[config.mk]
export PLATFORM = sky130hd
export DESIGN_NAME = longest_increasing_chain_flat
export DESIGN_NICKNAME = d
export VERILOG_FILES = /design/src/design/lic_pkg.sv /design/src/design/lic_if.sv /design/src/design/lic_ctrl.sv /design/src/design/lic_dpath.sv /design/src/design/longest_increasing_chain.sv /design/src/flat_wrapper.sv
export SDC_FILE = /design/constraint.sdc
export NUM_CORES = 2
export LEC_CHECK = 0
export BUFFER_PORTS_ARGS = -buffer_cell sky130_fd_sc_hd__buf_2
export CAP_MARGIN = 5
export CORE_MARGIN = 2
export CORE_UTILIZATION = 55
export DETAILED_ROUTE_END_ITERATION = 16
export PLACE_DENSITY = 0.71
export SYNTH_ARGS = -nofsm -noshare
export SYNTH_HDL_FRONTEND = slang
export SYNTH_HIERARCHICAL = 1
export SYNTH_SLANG_ARGS = --single-unit
[constraint.sdc]
create_clock -name clk -period 8.4 [get_ports clk]
set_input_delay 1.68 -clock clk [delete_from_list [all_inputs] [get_ports clk]]
set_output_delay 1.68 -clock clk [all_outputs]
set_load 0.02 [all_outputs]
[src/design/lic_pkg.sv]
`default_nettype none
package lic_pkg;

    localparam int MAX_ITEMS = 64;
    localparam int IDX_W     = $clog2(MAX_ITEMS);
    localparam int CNT_W     = IDX_W + 1;
    localparam int KEY_W     = 32;

    // tail table read address select
    localparam logic [1:0] TSEL_MID  = 2'd0;
    localparam logic [1:0] TSEL_PREV = 2'd1;
    localparam logic [1:0] TSEL_LAST = 2'd2;

    // key store read address select
    localparam logic KSEL_TAIL = 1'b0;
    localparam logic KSEL_CUR  = 1'b1;

    typedef struct packed {
        logic       load;       // store accepted key, start search
        logic       drop;       // key past capacity
        logic       tail_rd;
        logic [1:0] tail_sel;
        logic       key_rd;
        logic       key_sel;
        logic       pred_rd;
        logic       cmp_step;   // one halving of the search range
        logic       update;     // write tail and link, bump counters
        logic       cur_load;   // chain head from tail read
        logic       cur_next;   // follow link
        logic       clear;      // end of set
    } lic_cmd_t;

    typedef struct packed {
        logic full;
        logic lo_lt_hi;
        logic chain_zero;
        logic last;
        logic final_word;
    } lic_sts_t;

endpackage
`default_nettype wire

[src/design/lic_if.sv]
`default_nettype none
interface lic_in_if;
    logic        valid;
    logic        ready;
    logic [31:0] key;
    logic        last_item;

    modport source (output valid, output key, output last_item, input ready);
    modport sink   (input valid, input key, input last_item, output ready);
endinterface

interface lic_out_if;
    logic        valid;
    logic        ready;
    logic [5:0]  item_index;
    logic [31:0] chosen_key;
    logic        final_result;
    logic        overflow;

    modport source (output valid, output item_index, output chosen_key,
                    output final_result, output overflow, input ready);
    modport sink   (input valid, input item_index, input chosen_key,
                    input final_result, input overflow, output ready);
endinterface
`default_nettype wire

[src/design/lic_ctrl.sv]
`default_nettype none
module lic_ctrl (
    input  wire logic              clk,
    input  wire logic              rst_n,
    input  wire logic              in_valid,
    input  wire logic              in_last,
    output logic                   in_ready,
    output logic                   out_valid,
    input  wire logic              out_ready,
    input  wire lic_pkg::lic_sts_t sts,
    output lic_pkg::lic_cmd_t      cmd
);
    import lic_pkg::*;

    localparam logic [3:0] S_IDLE = 4'd0;
    localparam logic [3:0] S_SRCH = 4'd1;
    localparam logic [3:0] S_TRD  = 4'd2;
    localparam logic [3:0] S_KRD  = 4'd3;
    localparam logic [3:0] S_CMP  = 4'd4;
    localparam logic [3:0] S_PRD  = 4'd5;
    localparam logic [3:0] S_UPD  = 4'd6;
    localparam logic [3:0] S_WT   = 4'd7;
    localparam logic [3:0] S_WC   = 4'd8;
    localparam logic [3:0] S_WL   = 4'd9;
    localparam logic [3:0] S_OUT  = 4'd10;

    logic [3:0] state_reg, state_next;

    always_ff @(posedge clk or negedge rst_n)
    begin
        if (!rst_n)
        begin
            state_reg <= S_IDLE;
        end
        else
        begin
            state_reg <= state_next;
        end
    end

    always_comb
    begin
        cmd        = '0;
        in_ready   = 1'b0;
        out_valid  = 1'b0;
        state_next = state_reg;
        case (state_reg)
            S_IDLE:
            begin
                in_ready = 1'b1;
                if (in_valid)
                begin
                    if (sts.full)
                    begin
                        cmd.drop   = 1'b1;
                        state_next = in_last ? S_WT : S_IDLE;
                    end
                    else
                    begin
                        cmd.load   = 1'b1;
                        state_next = S_SRCH;
                    end
                end
            end
            S_SRCH:
            begin
                state_next = sts.lo_lt_hi ? S_TRD : S_PRD;
            end
            S_TRD:
            begin
                cmd.tail_rd  = 1'b1;
                cmd.tail_sel = TSEL_MID;
                state_next   = S_KRD;
            end
            S_KRD:
            begin
                cmd.key_rd  = 1'b1;
                cmd.key_sel = KSEL_TAIL;
                state_next  = S_CMP;
            end
            S_CMP:
            begin
                cmd.cmp_step = 1'b1;
                state_next   = S_SRCH;
            end
            S_PRD:
            begin
                cmd.tail_rd  = 1'b1;
                cmd.tail_sel = TSEL_PREV;
                state_next   = S_UPD;
            end
            S_UPD:
            begin
                cmd.update = 1'b1;
                state_next = sts.last ? S_WT : S_IDLE;
            end
            S_WT:
            begin
                if (sts.chain_zero)
                begin
                    cmd.clear  = 1'b1;
                    state_next = S_IDLE;
                end
                else
                begin
                    cmd.tail_rd  = 1'b1;
                    cmd.tail_sel = TSEL_LAST;
                    state_next   = S_WC;
                end
            end
            S_WC:
            begin
                cmd.cur_load = 1'b1;
                state_next   = S_WL;
            end
            S_WL:
            begin
                cmd.key_rd  = 1'b1;
                cmd.key_sel = KSEL_CUR;
                cmd.pred_rd = 1'b1;
                state_next  = S_OUT;
            end
            S_OUT:
            begin
                out_valid = 1'b1;
                if (out_ready)
                begin
                    if (sts.final_word)
                    begin
                        cmd.clear  = 1'b1;
                        state_next = S_IDLE;
                    end
                    else
                    begin
                        cmd.cur_next = 1'b1;
                        state_next   = S_WL;
                    end
                end
            end
            default:
            begin
                state_next = S_IDLE;
            end
        endcase
    end

endmodule
`default_nettype wire

[src/design/lic_dpath.sv]
`default_nettype none
module lic_dpath (
    input  wire logic              clk,
    input  wire logic              rst_n,
    input  wire lic_pkg::lic_cmd_t cmd,
    output lic_pkg::lic_sts_t      sts,
    input  wire logic [31:0]       in_key,
    input  wire logic              in_last,
    output logic [5:0]             item_index,
    output logic [31:0]            chosen_key,
    output logic                   final_result,
    output logic                   overflow
);
    import lic_pkg::*;

    logic [KEY_W-1:0] key_mem  [MAX_ITEMS];
    logic [IDX_W-1:0] tail_mem [MAX_ITEMS];
    logic [IDX_W:0]   pred_mem [MAX_ITEMS];   // {valid, index}

    logic [CNT_W-1:0] count_reg, chain_reg, lo_reg, hi_reg;
    logic             ovf_reg, last_reg;
    logic [KEY_W-1:0] key_reg, key_q;
    logic [IDX_W-1:0] tail_q, cur_reg;
    logic [IDX_W:0]   pred_q;

    logic [CNT_W:0]   mid_sum;
    logic [CNT_W-1:0] mid;
    logic [CNT_W-1:0] lo_dec, chain_dec;
    logic [IDX_W-1:0] tail_addr, key_addr;

    assign mid_sum   = {1'b0, lo_reg} + {1'b0, hi_reg};
    assign mid       = mid_sum[CNT_W:1];
    assign lo_dec    = lo_reg - CNT_W'(1);
    assign chain_dec = chain_reg - CNT_W'(1);

    always_comb
    begin
        case (cmd.tail_sel)
            TSEL_MID:  tail_addr = mid[IDX_W-1:0];
            TSEL_PREV: tail_addr = lo_dec[IDX_W-1:0];
            TSEL_LAST: tail_addr = chain_dec[IDX_W-1:0];
            default:   tail_addr = mid[IDX_W-1:0];
        endcase
        key_addr = (cmd.key_sel == KSEL_CUR) ? cur_reg : tail_q;
    end

    // memories: one write and one registered read each
    always_ff @(posedge clk)
    begin
        if (cmd.load)
        begin
            key_mem[count_reg[IDX_W-1:0]] <= in_key;
        end
        if (cmd.key_rd)
        begin
            key_q <= key_mem[key_addr];
        end
        if (cmd.update)
        begin
            tail_mem[lo_reg[IDX_W-1:0]]    <= count_reg[IDX_W-1:0];
            pred_mem[count_reg[IDX_W-1:0]] <= {(lo_reg != '0), tail_q};
        end
        if (cmd.tail_rd)
        begin
            tail_q <= tail_mem[tail_addr];
        end
        if (cmd.pred_rd)
        begin
            pred_q <= pred_mem[cur_reg];
        end
    end

    // payload registers
    always_ff @(posedge clk)
    begin
        if (cmd.load)
        begin
            key_reg <= in_key;
        end
        if (cmd.cur_load)
        begin
            cur_reg <= tail_q;
        end
        else if (cmd.cur_next)
        begin
            cur_reg <= pred_q[IDX_W-1:0];
        end
    end

    always_ff @(posedge clk or negedge rst_n)
    begin
        if (!rst_n)
        begin
            count_reg <= '0;
            chain_reg <= '0;
            lo_reg    <= '0;
            hi_reg    <= '0;
            ovf_reg   <= 1'b0;
            last_reg  <= 1'b0;
        end
        else
        begin
            if (cmd.load || cmd.drop)
            begin
                last_reg <= in_last;
            end
            if (cmd.load)
            begin
                // position chain_reg stands for "above every tail"
                lo_reg <= '0;
                hi_reg <= chain_reg;
            end
            if (cmd.drop)
            begin
                ovf_reg <= 1'b1;
            end
            if (cmd.cmp_step)
            begin
                if (key_q >= key_reg)
                begin
                    hi_reg <= mid;
                end
                else
                begin
                    lo_reg <= mid + CNT_W'(1);
                end
            end
            if (cmd.update)
            begin
                count_reg <= count_reg + CNT_W'(1);
                if (lo_reg == chain_reg)
                begin
                    chain_reg <= chain_reg + CNT_W'(1);
                end
            end
            if (cmd.clear)
            begin
                count_reg <= '0;
                chain_reg <= '0;
                ovf_reg   <= 1'b0;
            end
        end
    end

    assign sts.full       = (count_reg == CNT_W'(MAX_ITEMS));
    assign sts.lo_lt_hi   = (lo_reg < hi_reg);
    assign sts.chain_zero = (chain_reg == '0);
    assign sts.last       = last_reg;
    assign sts.final_word = ~pred_q[IDX_W];

    assign item_index   = cur_reg;
    assign chosen_key   = key_q;
    assign final_result = ~pred_q[IDX_W];
    assign overflow     = ovf_reg;

endmodule
`default_nettype wire

[src/design/longest_increasing_chain.sv]
// Search: a key takes s search steps, s <= ceil(log2(chain length + 1));
//   a step is a range check, tail read, key read, compare.
// Flow: one key at a time; the walk after the last key gives the chain as
//   output words, and no key is taken until the chain is out.
// Reset: rst_n async active low clears counters, overflow flag and controller;
//   memories are not cleared, only entries written in the current set are read.
`default_nettype none
module longest_increasing_chain (
    input  wire logic  clk,
    input  wire logic  rst_n,
    lic_in_if.sink     in_ch,
    lic_out_if.source  out_ch
);
    import lic_pkg::*;

    lic_cmd_t cmd;
    lic_sts_t sts;

    // Controller sequences: accept, binary ceiling search over the tails
    // (lo..hi with hi = chain length meaning "append"), predecessor fetch,
    // table update, then on the last key a walk back along the links.
    lic_ctrl u_ctrl (
        .clk       (clk),
        .rst_n     (rst_n),
        .in_valid  (in_ch.valid),
        .in_last   (in_ch.last_item),
        .in_ready  (in_ch.ready),
        .out_valid (out_ch.valid),
        .out_ready (out_ch.ready),
        .sts       (sts),
        .cmd       (cmd)
    );

    // Datapath holds the key store, tail table and link store, plus the
    // search bounds and set counters. Output word fields come straight
    // from its registers, so they stay put while the sink stalls.
    lic_dpath u_dpath (
        .clk          (clk),
        .rst_n        (rst_n),
        .cmd          (cmd),
        .sts          (sts),
        .in_key       (in_ch.key),
        .in_last      (in_ch.last_item),
        .item_index   (out_ch.item_index),
        .chosen_key   (out_ch.chosen_key),
        .final_result (out_ch.final_result),
        .overflow     (out_ch.overflow)
    );

endmodule
`default_nettype wire
[src/flat_wrapper.sv]
// flat-port wrapper written by rule: the top's interface ports become plain ports
module longest_increasing_chain_flat import lic_pkg::*;
  (clk, rst_n, in_ch_valid, in_ch_key, in_ch_last_item, in_ch_ready, out_ch_valid, out_ch_item_index, out_ch_chosen_key, out_ch_final_result, out_ch_overflow, out_ch_ready);
  lic_in_if in_ch_i ();
  lic_out_if out_ch_i ();
  input  wire logic clk;
  input  wire logic rst_n;
  input wire logic [$bits(in_ch_i.valid)-1:0] in_ch_valid;
  input wire logic [$bits(in_ch_i.key)-1:0] in_ch_key;
  input wire logic [$bits(in_ch_i.last_item)-1:0] in_ch_last_item;
  output wire logic [$bits(in_ch_i.ready)-1:0] in_ch_ready;
  output wire logic [$bits(out_ch_i.valid)-1:0] out_ch_valid;
  output wire logic [$bits(out_ch_i.item_index)-1:0] out_ch_item_index;
  output wire logic [$bits(out_ch_i.chosen_key)-1:0] out_ch_chosen_key;
  output wire logic [$bits(out_ch_i.final_result)-1:0] out_ch_final_result;
  output wire logic [$bits(out_ch_i.overflow)-1:0] out_ch_overflow;
  input wire logic [$bits(out_ch_i.ready)-1:0] out_ch_ready;
  assign in_ch_i.valid = in_ch_valid;
  assign in_ch_i.key = in_ch_key;
  assign in_ch_i.last_item = in_ch_last_item;
  assign in_ch_ready = in_ch_i.ready;
  assign out_ch_valid = out_ch_i.valid;
  assign out_ch_item_index = out_ch_i.item_index;
  assign out_ch_chosen_key = out_ch_i.chosen_key;
  assign out_ch_final_result = out_ch_i.final_result;
  assign out_ch_overflow = out_ch_i.overflow;
  assign out_ch_i.ready = out_ch_ready;
  longest_increasing_chain u_core (.clk(clk), .rst_n(rst_n), .in_ch(in_ch_i), .out_ch(out_ch_i));
endmodule
# Yosys cells after proc, flatten, opt, wreduce, memory -nomap -nowiden
# Memories as Yosys holds them, arrays and structs flattened. A register that Yosys moved wholly into a read port is not among the register bits.
# Cells that the tools add are included.
# word_totals
ff_bits	72
ramBits	2880
input_bits	37
output_inout_bits	42
elab_cells	96
memories	3
# memory_table
memory	words	word_bits	read_ports	rd_clocked_by_memory_dff	write_ports	line	text
u_core.u_dpath.key_mem	64	32	1	1	1	lic_dpath.sv:16	logic [KEY_W-1:0] key_mem [MAX_ITEMS];
u_core.u_dpath.pred_mem	64	7	1	1	1	lic_dpath.sv:18	logic [IDX_W:0] pred_mem [MAX_ITEMS];
u_core.u_dpath.tail_mem	64	6	1	1	1	lic_dpath.sv:17	logic [IDX_W-1:0] tail_mem [MAX_ITEMS];
# op_classes
n_addsub	6
order_cmp	2
eq_ne	16
muxes	49
bitwise_logic	1
n_reduce_logical	10
# op_table
operator	n
$mux W7	11
$pmux W4 S11	1
$ge A32 B32 Y1	1
$add A7 B1 Y7 const B	3
$mux W1	18
$mux W6	3
$eq A4 B3 Y1 const B	4
$mux W4	4
$mux W3	5
$eq A4 B4 Y1 const B	3
$pmux W6 S2	1
$sub A6 B1 Y6 const B	2
$pmux W3 S3	1
$add A7 B7 Y8	1
$eq A4 B2 Y1 const B	2
$reduce_bool A2 Y1	4
$eq A7 B7 Y1	1
$eq A7 B7 Y1 const B	1
$logic_not A7 Y1	1
$lt A7 B7 Y1	1
$reduce_bool A7 Y1	1
$mux W2	3
$eq A4 B1 Y1 const B	1
$logic_not A4 Y1	1
other kinds (8)	10

# Logic depth before layout (Yosys ltp)
# logic_depth
word_depth	7
mapped_depth	21
depth_no_buf	16

# By module
# The synthesis kept the hierarchy.
# by_module_without_submodules
mod	n_inst	cells_per_inst	area_each_um2	seq_area_each_um2
lic_dpath	1	5676	116962.2	89726.1
lic_ctrl	1	65	489.2	100.1

# Worst setup path after synthesis
# OpenSTA, ideal clock, no wires.
# synth_timing
kind	register to register
from	register u_core.u_dpath.count_reg[3]
to	memory u_core.u_dpath.key_mem[15][0], enable pin
setup_ps	421
t_arrival_ps	5741
required_time_ps	7979
setup_slack_ps	2238
stages_incl_launch_ff	10
path_buffers	4
period_less_slack_ps	6162
path_cell_list	dfrtp_1 -> clkbuf_1 -> or3_1 -> clkbuf_1 -> nor3_1 -> nor2_1 -> clkbuf_1 -> buf_1 -> nand4_1 -> nor2_1
# synth_rtl
item	line	text
from (decl)	lic_dpath.sv:20	logic [CNT_W-1:0] count_reg, chain_reg, lo_reg, hi_reg;
from (signal assigned)	lic_dpath.sv:130	count_reg <= count_reg + CNT_W'(1);
to (decl)	lic_dpath.sv:16	

# Final worst setup path
# layout_timing
from	register u_core.u_ctrl.state_reg[0]
to	register u_core.u_dpath.key_q[15], in the netlist u_core/u_dpath/chosen_key[15] (read register of u_core.u_dpath.key_mem), data pin
# layout_via
elab_chain_len	3
elab_cells_between_ends	4
cone_classes	eq/ne (2); mux (2)
# layout_rtl
item	line	text
from (decl)	lic_ctrl.sv:27	logic [3:0] state_reg, state_next;
from (signal assigned)	lic_ctrl.sv:37	state_reg <= state_next;
$eq A4 B4 Y1 or $eq A4 B2 Y1 (tied branches)	lic_ctrl.sv:47	case (state_reg)
$pmux W2 S2 (*)	lic_ctrl.sv:47	
$mux W6	lic_dpath.sv:44	key_addr = (cmd.key_sel == KSEL_CUR) ? cur_reg : tail_q;
to (decl)	lic_dpath.sv:22	logic [KEY_W-1:0] key_reg, key_q;
# Mark *: on every way between the ends. The rest lies on a longest branch, timed or not.
# A chain may end at the register's enable or synchronous reset.

==> metrics.yaml <==
drive_gt1_share_pct: 23.4
wl_met1_um: 110000
ios: 79
drcViolationCount: 0
largest_reg_flops: 2048
max_stage_delay_ns: 0.96
clock_latency_ns: 0.95
grt_pass1_wl_um: 416000
crit_family: "compound AO/OA/AOI/OAI gates"
ys.flop_type: "edfxtp_1"
maxUsedRoutingLayer: "met5"
port_buffers: 78
ys_types: 72
power_frac_comb_pct: 33.7
hold_end: "u_core/u_dpath/overflow"
holdPathStages: 2
dieArea_um2: 217000
powerDensity_nw_per_um2: 359
cp-start-kind: "register"
power_frac_clock_pct: 27.9
path_buf_inv: 3
ys_seq_elements: 2997
yosys.cell_count.top_type: "edfxtp_1"
slew_headroom_pct: 11.5
yosysWarnings: 6
async_flop_share_pct: 1.13
switching_share_pct: 34.1
wl_met3_um: 31500
reg2regPathDepth: 11
ys_seq_area_share_pct: 76.5
initial_core_util_pct: 55.4
r2r_end: "u_core/u_dpath/chosen_key[15]"
critPathKind: "register to register"
crit_fanout: 96
grt_antenna_before_repair: 16
grt_overflow: 0
synth_edf_count: 2963
cp_data_arrival_time_ns: 6.44
track_usage_pct: 26.7
postSynthAreaPerCell_um2: 20.5
p_leak_nw: 41.0
synthTopCellsByCount: "edfxtp_1, mux4_2, nand2_1, nor2_1, clkbuf_1"
tns_ns: 0
clock_path_buffers: 4
rsz0062_at_grt: "no"
synthCells: 5741
num_rows: 169
crit_path_cell_trace: "nand2b_1 > nor2_2 > buf_4 > mux2i_4 > buf_12 > buf_12 > mux4_2 > a211oi_1 > a31oi_1 > a211oi_1 > a21oi_1"
synth_top_area_share_pct: 75.8
violations: "antenna rules"
hp-class: "register to register"
grt_pass1_vias: 57799
required_ns: 8.99
dpl.hpwl_um: 164000
regToRegStartpoint: "u_core/u_ctrl/state_reg[0]"
cts_setup_buffers: 0
synth_area_um2: 117000
tritoncts: "done"
synth.largest_area_cell: "edfxtp_1"
p_int_mw: 31.0
cts_root_buffer: "clkbuf_16"
clk_pin_slew_ns: 0.06
dr_total_vias: 59186
core_region_area_um2: 212000
grt_max_degree: 150
die_y_um: 466
pwr-share-seq_pct: 38.4
p_sw_mw: 16.0
vdd_drop_max_uv: 604
hold_buffers: 0
cp-end-kind: "register"
final_cells: 8935
synth_fp_nets: 5830
slew_viol_final: 0
h-tree-depth: 5
final.min_clock_period_ns: 5.85
worst_slack_ns: 2.55
die_w_um: 466
drt_wl_total_um: 290000
met2WireLength_um: 137000
cp_slowest_cell: "a211oi_1"
area_growth_pct: 11.5
wl_per_cell_um: 32.4
r2r_slack_ns: 2.55
setup_viol: 0
hold_viol: 0
post-route-period-util_pct: 69.7
post-place-cells: 8389
preCtsSetupSlack_ns: 2.70
status: "finished with violations"
cts_inserted_buffers: 308
firstDrtPassIters: 6
viasPerCell: 6.62
min_from: "u_core/u_dpath/overflow"
drt_iter0_drc: 7828
cts_num_sinks: 2997
cts_resized: 0
tightest_slew_ns: 1.32
place.gp.congestion: 0.877
clock-skew-final_ns: 0.0738
max-cap-violations: 0
final_nets: 5968
synth.top_cells.by_area: "edfxtp_1, mux4_2, nand2_1, a211oi_1, nor2_1"
drtAntennaViolNets: 1
fmax_mhz: 171
==> tightest hold or removal path: stages (launching register included) <==
cell and delay, ns:
dfrtp_1 0.36, nor2_1 0.04, nor2_1 0.07
==> through the flow <==
stage	hold slack (ns)	cell area [µm²]	total power, mW	util (%)
2_1_floorplan	0.481	117000	28.3	-
3_3_place_gp	0.483	121000	33.9	57.2
3_5_place_dp	0.494	121000	34.1	57.2
4_1_cts	0.510	131000	47.1	61.7
5_1_grt	0.524	131000	48.6	61.7
6_report	0.511	131000	47.0	61.7
==> worst max-delay path by stage <==
| stage | startpoint | end | slack (ns) | cells past startpoint |
|---|---|---|---|---|
| finish | u_core/u_ctrl/state_reg[0] | u_core/u_dpath/chosen_key[15] | 2.55 | 11 |
| global route | u_core/u_ctrl/state_reg[0] | u_core/u_dpath/chosen_key[23] | 2.47 | 12 |
| CTS | u_core/u_ctrl/state_reg[0] | u_core/u_dpath/chosen_key[15] | 2.63 | 11 |
| detailed placement | u_core/u_ctrl/state_reg[0] | u_core/u_dpath/chosen_key[15] | 2.70 | 11 |
| global placement | u_core/u_ctrl/state_reg[1] | u_core/u_dpath/chosen_key[15] | 2.76 | 11 |
| floorplan | u_core/u_dpath/count_reg[3] | u_core/u_dpath/key_mem[15][0] | 2.24 | 9 |
==> layout make-up <==
type,count,area (µm²)
Sequential cell,2997,89800
Clock buffer,382,8130
Fill cell,14234,81100
Clock inverter,152,1390
Timing Repair Buffer,171,1280
Inverter,49,184
Multi-Input combinational cell,2352,26600
Tap cell,2821,3530
Antenna cell,11,27.5
==> metal layers <==
metal	up-vias	GRT usage (%)
li1	23925	-
met1	31375	38.4
met2	3364	40.8
met3	516	6.11
met4	6	9.62
met5	-	0
==> power groups by stage <==
stage                     registers (mW)  logic, mW  clock network (mW)
final                               18.1       15.9                13.1
after global routing                18.1       16.6                13.8
after CTS                           18.1       15.8                13.3
after detailed placement            18.4       15.7                   0
after global placement              18.3       15.5                   0
after floorplan                     18.4       9.90                   0
==> cell families after synthesis <==
| group | share of synthesized area (%) |
|---|---|
| buffers and inverters | 1.44 |
| and+or+nand+nor | 3.75 |
| xor gates and xnor gates | 0.216 |
| muxes | 14.5 |
| AOI/OAI and AO/OA | 3.01 |
| adders and majority gates | 0.560 |
| DFF | 76.5 |
==> cell usage in the layout (no fill, tap or decap), types with 63 or more instances in the layout <==
master        n
nor2_1      185
clkinv_1     63
a21oi_1      87
a211oi_1    171
a311oi_1     69
edfxtp_1   2963
a31oi_1      85
nand2_1     403
nor2_4       65
mux4_2      714
clkbuf_1     66
and2_1      128
clkbuf_16   314
buf_4        96
No activity file was read; power rests on OpenSTA's default activity.
